### src/rtl/hpsp_ram.sv
// ----------------------------------------------------------------------------
// Heap page swap policy RAM
// Generic single write port, single read port RAM with registered read data.
// ----------------------------------------------------------------------------
module hpsp_ram #(
	parameter int WIDTH = 8,
	parameter int DEPTH = 16
) (
	input  logic                     clk,
	input  logic                     we,
	input  logic [$clog2(DEPTH)-1:0] waddr,
	input  logic [WIDTH-1:0]         wdata,
	input  logic [$clog2(DEPTH)-1:0] raddr,
	output logic [WIDTH-1:0]         rdata
);

	logic [WIDTH-1:0] mem [DEPTH];

	always_ff @(posedge clk) begin
		if (we) begin
			mem[waddr] <= wdata;
		end
		rdata <= mem[raddr];
	end

endmodule

### config.mk
export PLATFORM = sky130hd
export DESIGN_NAME = hpsp_ram
export DESIGN_NICKNAME = d
export VERILOG_FILES = /design/src/rtl/hpsp_ram.sv
export SDC_FILE = /design/constraint.sdc
export NUM_CORES = 1
export LEC_CHECK = 0
export ABC_AREA = 1
export CAP_MARGIN = 20
export CORE_MARGIN = 1.5
export CORE_UTILIZATION = 60
export DETAILED_ROUTE_END_ITERATION = 10
export DONT_BUFFER_PORTS = 1
export PLACE_DENSITY_LB_ADDON = 0.05
export SYNTH_ARGS = -nofsm -noshare
export SYNTH_HDL_FRONTEND = slang
export SYNTH_SLANG_ARGS = --single-unit
export TNS_END_PERCENT = 50
### constraint.sdc
create_clock -name clk -period 1.35 [get_ports clk]
set_clock_uncertainty 0.1 [all_clocks]
set_input_delay 0.0675 -clock clk [delete_from_list [all_inputs] [get_ports clk]]
set_output_delay 0.0675 -clock clk [all_outputs]
set_load 0.01 [all_outputs]
==> impl_results.md, run 1 <==
* N_diodes at 0
* Clock transition at path regs at roughly 0.060 ns
* P per Cell Area at 1470 nW/µm²
* Slowest library cell on the worst path: dlygate4sd3_1
* Failing checks: hold timing
* Vias in the first global route at 3690
* R2R cell count at 6
* Critical-path cell list: dlygate4sd3_1 -> inv_1 -> nand3_1 -> nand2_1
* Crit end category: flop
* Hold Slack at -0.332 ns
* CTS Buffer Depth at 2
* Hold-critical path depth at 3
* WL/cell at 17.9 µm
* Synth Area in Adders at 0%
* DR vias at 3856
* Fmax at 828 MHz
* Root Driver: clkbuf_8
* Arrival @ worst endpoint at 1.52 ns
* Endpoint, Worst Hold: rdata[1]
* Reg2reg end: rdata[6]
* Setup TNS at 0 ns
* Post-Layout Cell Count at 723
* Initial antenna violation count at 1
* Largest net degree at the start of global routing at 66
* Layout cell share with drive strength beyond 1 at 8.92%
* Seq/Total Area, Yosys at between 60% and 70%
* RD Place Congestion at roughly 0.85
* Cts bufs inserted at 17
* Grt ovf at 0
* Worst path max stage delay at between 0.8 and 0.9 ns
* Cells after DPL at between 600 and 700
* Synth unique cells at 12
* Layout area overhead at 15.9%
* Core Area at 9280 µm²
* All-Layer GR Usage at 28.0%
* Crit share post-route at 89.4%
* Slew Limit Fails at 0
* Simple-Gate Fraction of Synth Area at roughly a fifth
* Post-Syn Instances at 551
* 1st-iter DRT viols at 295
* CP Max Fanout at 9
* CTS sink cnt at around 140
* IO buf count at 0
* Largest family of logic cells by synthesized area: simple AND/OR/NAND/NOR gates
* Most common cell after layout, fill and taps aside: nand2_1
* Final setup fails at 0
* CTS tree: yes
* RSZ-0062 raised after global routing: no
* Post-synthesis register bit count at between 100 and 150
* Antenna Nets Post-Route at 0
* Peak supply drop at 0.000792 V
* Final hold vios at 8
* Synth Area in Compound Gates at 0%
* Worst path required time at 1.66 ns
* Residual DRC count at 0
* R2R setup slack at 0.22 ns
* Rel. slew slack at 51.4%
* Detail Placement HPWL at 7.47 mm
* Worst-Skew Late Latency at 0.52 ns
* Top delay family on crit path: buffers and inverters
* Row cnt at 35
* WP buf/inv at 2
* Area of the mapped netlist at between 5000 and 6000 µm²
* Full die area at 10200 µm²
* Most frequent cells in the layout: nand2_1, edfxtp_1, inv_1
* Status: complete, but fails checks
* Max Cap Violations at 0
* Final WL at 12.9 mm
* Xor/xnor share of the synthesized area at 0%
* Crit path launch type: input pin
* Crit path time final at 1.21 ns
* Hold_sp: raddr[2]
* Global-route wire length before repair at 20.1 mm
* Via/cell ratio at 5.33
* Hold Buf Count CTS at 15
* Mapped Nets at roughly 570
* Die X at 101 µm
* Synth warn at 0
* Type of the tightest min-delay check: in2reg
* Mux contribution to synthesized area at 0%
* Crit Path Class: in2reg
* First-pass DRT Iterations at 5
* Fin nets at approximately 600
* Reg-to-reg critical path startpoint: mem[8][6]
* Avg Synthesized Cell Area at 10.5 µm²
* Initial core utilization at 62.1%
* Pleak at 0.00288 µW
* Chip height at a little over 100 µm
* Slew at the pin closest to its max-slew limit at 0.726 ns
* CTS H-tree depth at 4
* Num ports at 26
power by group:
group	switching, µW	total, µW	internal [µW]
sequential	50.9	4770	4720
combinational	345	515	170
clock	1750	4570	2830
total	2140	9860	7720
metrics by stage:
step	worst slack [ns]	hold slack, ns	util [%]	total power (µW)	instance area, µm²
after global routing	0.134	-0.327	72.0	10100	6690
after detailed placement	0.240	0.0670	63.9	5240	5940
after CTS	0.196	-0.344	72.0	9900	6690
final	0.143	-0.332	72.0	9860	6690
after floorplan	0.232	0.0664	-	5180	5770
after global placement	0.253	0.0672	63.9	5230	5940
flip-flops by register name (all words and copies together), names as in the netlist:
register and flops:
mem 128, rdata 8
metal layers:
metal | up-vias | part of all wire, % | wire length (µm) | track usage, %
li1 | 1836 | - | - | -
met1 | 1849 | 41 | 5280 | 36.8
met2 | 147 | 50 | 6520 | 46.0
met3 | 22 | 6.7 | 868 | 5.55
met4 | 2 | 2.0 | 265 | 12.0
met5 | - | 0.077 | 10 | 0
layout make-up:
cell class              instances  area, µm²
well taps                     129        161
inverters                     102        383
clock buffers                  18        418
clock inverters                14        170
flip-flops and latches        136       4000
fillers                       656       2600
multi-input cells             289       1210
repair buffers                 35        335
how the worst max path moves through the flow:
stage	startpoint	endpoint	slack, ns	cells after the start
2_1_floorplan	waddr[2]	mem[10][0]	0.23	2
3_3_place_gp	raddr[0]	rdata[2]	0.25	7
3_5_place_dp	raddr[0]	rdata[6]	0.24	7
4_1_cts	raddr[3]	rdata[5]	0.20	4
5_1_grt	raddr[3]	rdata[3]	0.13	4
6_report	raddr[3]	rdata[5]	0.14	4
worst min-delay path, delay by kind of cell:
family           cells  cell delay, ns
and+or+nand+nor      3            0.19
cell families (layout without fill, tap and decap cells):
kind of cell / count (synthesis) / count (layout)
simple gates: 289 / 289
flops: 136 / 136
buf+inv: 126 / 169
cell usage after synthesis:
cell type | number | share of area (%)
buf_1 | 1 | 0.065
buf_2 | 13 | 1.1
buf_4 | 4 | 0.52
buf_6 | 6 | 1.2
dfxtp_1 | 8 | 2.8
edfxtp_1 | 128 | 67
inv_1 | 100 | 6.5
inv_2 | 2 | 0.13
nand2_1 | 173 | 11
nand3_1 | 97 | 8.4
nand3b_1 | 2 | 0.26
nor2_1 | 17 | 1.1
what timing repair did:
| item | CTS | global route |
|---|---|---|
| buffers inserted | 0 | 0 |
| resized for setup | 0 | 0 |
| endpoints found under the hold margin | 202 | 8 |
Note: power is estimated with default switching activity, not from simulation.
==> run 2: changes to the inputs <==
CORE_UTILIZATION = 45   (was 60)
==> run 2 against run 1 <==
Compared with the run above:
- the flow still finishes with violations (hold timing)
- register-to-register slack is essentially flat
- routed wire length shrank 1.7%
- cell count grew 6.2%
- power shrank 2.7%
- first-iteration DRC count shrank 19%
- clock power shrank 5.3%
- setup slack lost 0.076 ns
- via count shrank 4.3%
- critical path type unchanged
- highest routed layer is now met4
==> impl_results.md, run 2 (synthesis gave the netlist of run 1 again) <==
* Hold Buf Count CTS at 9 (-6)
* Clock transition at path regs at 0.06 ns (about the same)
* Status: complete, but fails checks
* Reg with most FFs: mem
* Reg power frac at 49.7% (+1.3 points)
* Slowest library cell on the worst path: dlygate4sd3_1
* Initial core utilization at 45.9% (-16 points)
* Post-Layout Cell Count at 768 (+6.2%)
* IO buf count at 0 (unchanged)
* Most common cell after layout, fill and taps aside: nand2_1
* Fmax at 779 MHz (-6.0%)
* Final WL at 12.7 mm (-1.7%)
* Regs by FF count: mem x128, rdata x8
* Vias in the first global route at 3630 (-1.6%)
* CTS Buffer Depth at 2 (unchanged)
* Logic pwr share at 5.2% (about the same)
* First-pass DRT Iterations at 4 (-1)
* Worst path max stage delay at 0.85 ns (about the same)
* Sw Pwr at 2030 µW (-5.1%)
* Crit share post-route at 95.1% (+5.7 points)
* DR vias at 3689 (-4.3%)
* Type of the tightest min-delay check: in2reg
* RD Place Congestion at 0.804 (-5.3%)
* Crit path time final at 1.28 ns (+0.0764 ns)
* Via/cell ratio at 4.80 (-9.9%)
* Largest net degree at the start of global routing at 66 (unchanged)
* Total power draw at 9600 µW (-2.7%)
* Most frequent cells in the layout: nand2_1, edfxtp_1, inv_1
* Cells after DPL at 726 (+7.4%)
* Slew at the pin closest to its max-slew limit at 0.766 ns (+0.0401 ns)
* Num ports at 26 (unchanged)
* Global-route wire length before repair at 19.8 mm (-1.7%)
* 1st-iter DRT viols at 238 (-19%)
* Setup TNS at 0 ns (unchanged)
* Max FFs per register at 128 (unchanged)
* Critical-path cell list: dlygate4sd3_1 -> inv_1 -> nand3_1 -> nand2_1
* CTS H-tree depth at 4 (unchanged)
* Slew Limit Fails at 0 (unchanged)
* CTS sink cnt at 136 (unchanged)
* Die X at 116 µm (+15%)
* Filler Cells Inserted at 1117 (+70%)
* Layout area overhead at 16.5%
* Worst-Skew Late Latency at 0.42 ns (-0.10 ns)
* DP Worst Slack at 0.226 ns (-0.0137 ns)
* Root Driver: clkbuf_16
* Detail Placement HPWL at 7.93 mm (+6.2%)
* FF/Latch Area at 4000 µm² (unchanged)
* Clock Power Share at 45.1% (-1.3 points)
* Fin nets at 602 (+0.50%)
* Peak supply drop at 0.00109 V (+37%)
* RSZ-0062 raised after global routing: no
* P per Cell Area at 1430 nW/µm² (-3.2%)
* Chip height at 116 µm (+15%)
* Final hold vios at 8 (unchanged)
* Hold Slack at -0.107 ns (+0.225 ns)
* Rel. slew slack at 48.7% (-2.7 points)
* Initial antenna violation count at 0 (-1)
* Layout cell share with drive strength beyond 1 at 9.06% (+0.14 points)
* Worst path required time at 1.56 ns (-0.10 ns)
* CP Max Fanout at 9 (unchanged)
* Gates resized, CTS repair at 0 (unchanged)
* Crit path launch type: input pin
* Final setup fails at 0 (unchanged)
* Arrival @ worst endpoint at 1.50 ns (-0.02 ns)
* Area of the multi-input gates at 1210 µm² (unchanged)
* Sw frac at 21.2% (-0.54 points)
* Max Cap Violations at 0 (unchanged)
* Worst setup margin at 0.0661 ns (-0.0764 ns)
* Antenna Nets Post-Route at 0 (unchanged)
* N_diodes at 0 (unchanged)
* Pleak at 0.00288 µW (about the same)
* Int Power at 7560 µW (-2.0%)
* Setup bufs post-CTS at 0 (unchanged)
* Core Area at 12600 µm² (+35%)
* WL/cell at 16.6 µm (-7.5%)
* Cts bufs inserted at 17 (unchanged)
* Full die area at 13500 µm² (+32%)
* All-Layer GR Usage at 20.7% (-7.4 points)
* Failing checks: hold timing
* Crit end category: flop
* Residual DRC count at 0 (unchanged)
* Row cnt at 41 (+17%)
* CTS tree: yes
* Grt ovf at 0 (unchanged)
* Crit Path Class: in2reg
==> run 2: cell count changes in the layout (fill, tap and decap cells not counted), sizes merged <==
| cell | before | now |
|---|---|---|
| buf | 21 | 28 |
| inv | 107 | 102 |
| dlygate4sd3 | 14 | 10 |
| clkinv | 3 | 6 |
| clkbuf | 18 | 20 |
| bufinv | 3 | 2 |
==> run 2: layout make-up <==
class                      instances  area share [%]
tap                              172            3.20
clock inverter                    11            1.60
inverter                         102            5.70
multi-input combinational        289            18.1
timing repair buffer              38            5.36
clock buffer                      20            6.50
sequential                       136            59.6
==> run 2: through the flow <==
step	cell area, µm²	utilization [%]
CTS	6690	53.2
global route	6720	53.5
floorplan	5770	-
detailed placement	6060	48.2
global placement	6060	48.2
finish	6720	53.5
==> run 2: per-layer routing <==
| metal | GRT usage [%] | part of all wire [%] | routed length (µm) |
|---|---|---|---|
| met1 | 28.7 | 46 | 5880 |
| met2 | 30.4 | 45 | 5760 |
| met3 | 6.18 | 6.6 | 842 |
| met4 | 8.86 | 1.8 | 235 |
| met5 | 0 | 0 | 0 |
==> run 2: worst max-delay path: cells and delay by family <==
kind | cells | cell delay, ns
simple gates | 2 | 0.29
buf+inv | 2 | 1.13
==> run 2: worst paths after layout <==
kind,startpoint,end,slack (ns),depth (start not counted)
setup / recovery,raddr[3],rdata[6],0.07,4
hold / removal,raddr[0],rdata[2],-0.11,5
setup reg to reg,mem[7][6],rdata[6],0.23,6
hold reg to reg,mem[10][3],rdata[3],0.57,6
==> run 2: power groups by stage <==
stage	clock network, µW	registers (µW)	logic (µW)
after floorplan	0	4840	333
after global placement	0	4860	383
after detailed placement	0	4860	385
after CTS	4410	4770	477
after global routing	4590	4780	570
final	4330	4770	502
==> run 3: changes to the inputs <==
CORE_ASPECT_RATIO = 1.5   (was not set)
==> run 3 against run 2 <==
Compared with the run above:
- the run still ends with hold timing left
- clock-buffer cell count up 8
- core utilization down 0.40 points
- sequential power about the same
- worst hold slack better by 0.043 ns
- first-iteration DRC count up 53%
- sequential share of layout area up 0.72 points
- clock power down 5.3%
- final area down 1.2%
- non-clock buffer count down 4
- critical endpoint is now rdata[2]
- largest cell class unchanged
- largest power group unchanged
==> impl_results.md, run 3 (synthesis gave the netlist of run 1 again) <==
* All-Layer GR Usage at 21.6% (+0.92 points)
* Regs by FF count: mem x128, rdata x8
* N_diodes at 0 (unchanged)
* Most common cell after layout, fill and taps aside: nand2_1
* Reg with most FFs: mem
* Crit path launch type: input pin
* Rel. slew slack at 43.5% (-5.2 points)
* Peak supply drop at 0.000801 V (-26%)
* RSZ-0062 raised after global routing: no
* Slew Limit Fails at 0 (unchanged)
* Antenna Nets Post-Route at 0 (unchanged)
* Total power draw at 9390 µW (-2.1%)
* Gates resized, CTS repair at 0 (unchanged)
* Crit Path Class: in2reg
* Max FFs per register at 128 (unchanged)
* Setup TNS at 0 ns (unchanged)
* Status: complete, but fails checks
* Layout area overhead at 15.1%
* Residual DRC count at 0 (unchanged)
* Hold Slack at -0.0634 ns (+0.0432 ns)
* RD Place Congestion at 0.825 (+2.6%)
* WL/cell at 18.2 µm (+10%)
* Area of the multi-input gates at 1210 µm² (unchanged)
* Root Driver: clkbuf_16
* R2R setup slack at 0.23 ns (about the same)
* Final WL at 13.7 mm (+7.5%)
* Fmax at 777 MHz (-0.25%)
* Final setup fails at 0 (unchanged)
* Setup bufs post-CTS at 0 (unchanged)
* Pleak at 0.00284 µW (-1.2%)
* P per Cell Area at 1410 nW/µm² (-0.97%)
* Type of the tightest min-delay check: in2reg
* CP Max Fanout at 54 (+45)
* Int Power at 7380 µW (-2.4%)
* Largest net degree at the start of global routing at 66 (unchanged)
* FF/Latch Area at 4000 µm² (unchanged)
* First-pass DRT Iterations at 5 (+1)
* Crit path time final at 1.29 ns (+0.00320 ns)
* Num ports at 26 (unchanged)
* CTS H-tree depth at 4 (unchanged)
* Slew at the pin closest to its max-slew limit at 0.844 ns (+0.0781 ns)
* Worst-Skew Late Latency at 0.41 ns (about the same)
* Cts bufs inserted at 17 (unchanged)
* Initial core utilization at 46.1% (+0.21 points)
* Worst path required time at 1.55 ns (about the same)
* Grt ovf at 0 (unchanged)
* Most frequent cells in the layout: nand2_1, edfxtp_1, inv_1
* Logic pwr share at 5.6% (+0.4 points)
* Detail Placement HPWL at 8.22 mm (+3.7%)
* Reg power frac at 50.8% (+1.1 points)
* Core Area at 12500 µm² (-0.45%)
* CTS Buffer Depth at 2 (unchanged)
* Reg-to-reg critical path startpoint: mem[4][3]
* Crit share post-route at 95.3% (+0.24 points)
* Worst setup margin at 0.0629 ns (-0.00320 ns)
* Die X at 95.4 µm (-18%)
* Layout cell share with drive strength beyond 1 at 8.09% (-0.97 points)
* Via/cell ratio at 5.06 (+5.3%)
* Hold_sp: raddr[0]
* Vias in the first global route at 3618 (-0.33%)
* Fin nets at 598 (-0.66%)
* DP Worst Slack at 0.189 ns (-0.0370 ns)
* Sw Pwr at 2010 µW (-1.1%)
* Failing checks: hold timing
* Global-route wire length before repair at 20.5 mm (+3.8%)
* Clock transition at path regs at 0.06 ns (about the same)
* Final hold vios at 6 (-2)
* Full die area at 13500 µm² (+0.10%)
* DR vias at 3787 (+2.7%)
* Arrival @ worst endpoint at 1.48 ns (-0.02 ns)
* Clock Power Share at 43.6% (-1.5 points)
* Chip height at 142 µm (+22%)
* Filler Cells Inserted at 1181 (+5.7%)
* Row cnt at 50 (+22%)
* Crit end category: flop
* 1st-iter DRT viols at 365 (+53%)
* CTS sink cnt at 136 (unchanged)
* Sw frac at 21.4% (+0.23 points)
* Max Cap Violations at 0 (unchanged)
* Initial antenna violation count at 0 (unchanged)
* IO buf count at 0 (unchanged)
* CTS tree: yes
* Worst setup startpoint: raddr[0]
## run 3: what timing repair did
| item | CTS | global route |
|---|---|---|
| endpoints found under the hold margin | 136 | 8 |
| endpoints found under the setup margin | 0 | 0 |
| hold buffers | 9 | 4 |
## run 3: through the flow
| step | std cells | util (%) | cell area (µm²) |
|---|---|---|---|
| global placement | 704 | 47.8 | 5980 |
| floorplan | 551 | - | 5770 |
| global route | 749 | 53.1 | 6640 |
| detailed placement | 704 | 47.8 | 5980 |
| CTS | 745 | 52.7 | 6590 |
| finish | 749 | 53.1 | 6640 |
## run 3: power by group through the flow
stage                     sequential (µW)  combinational [µW]  clock, µW
after floorplan                      4840                 333          0
after global placement               4860                 389          0
after detailed placement             4860                 391          0
after CTS                            4770                 488       4160
after global routing                 4780                 587       4350
final                                4770                 524       4100
## run 3: area by class of cell
class                      count  share of cell area, %
inverter                     102                   5.77
tap                          156                   2.94
timing repair buffer          34                   4.86
multi-input combinational    289                   18.3
sequential                   136                   60.3
clock buffer                  28                   7.48
clock inverter                 4                  0.377
## run 3: metal layers
| layer | GRT usage, % | share of wire, % | up-vias |
|---|---|---|---|
| met5 | 0 | 0 | - |
| met4 | 7.59 | 1.5 | 0 |
| met3 | 6.00 | 5.5 | 17 |
| met2 | 34.4 | 50 | 115 |
| met1 | 28.2 | 43 | 1823 |
| li1 | - | - | 1832 |
## run 3: critical path, cell delays in order
cell and delay [ns]:
dlygate4sd3_1 0.92, nand2_1 0.14, nand3_1 0.11, nand3_1 0.07
nand3_1 0.09, nand2_1 0.06
## run 3: worst paths after layout
check	to	depth (start not counted)
min reg2reg	rdata[1]	6
max	rdata[2]	6
max reg2reg	rdata[3]	6
min	rdata[1]	6
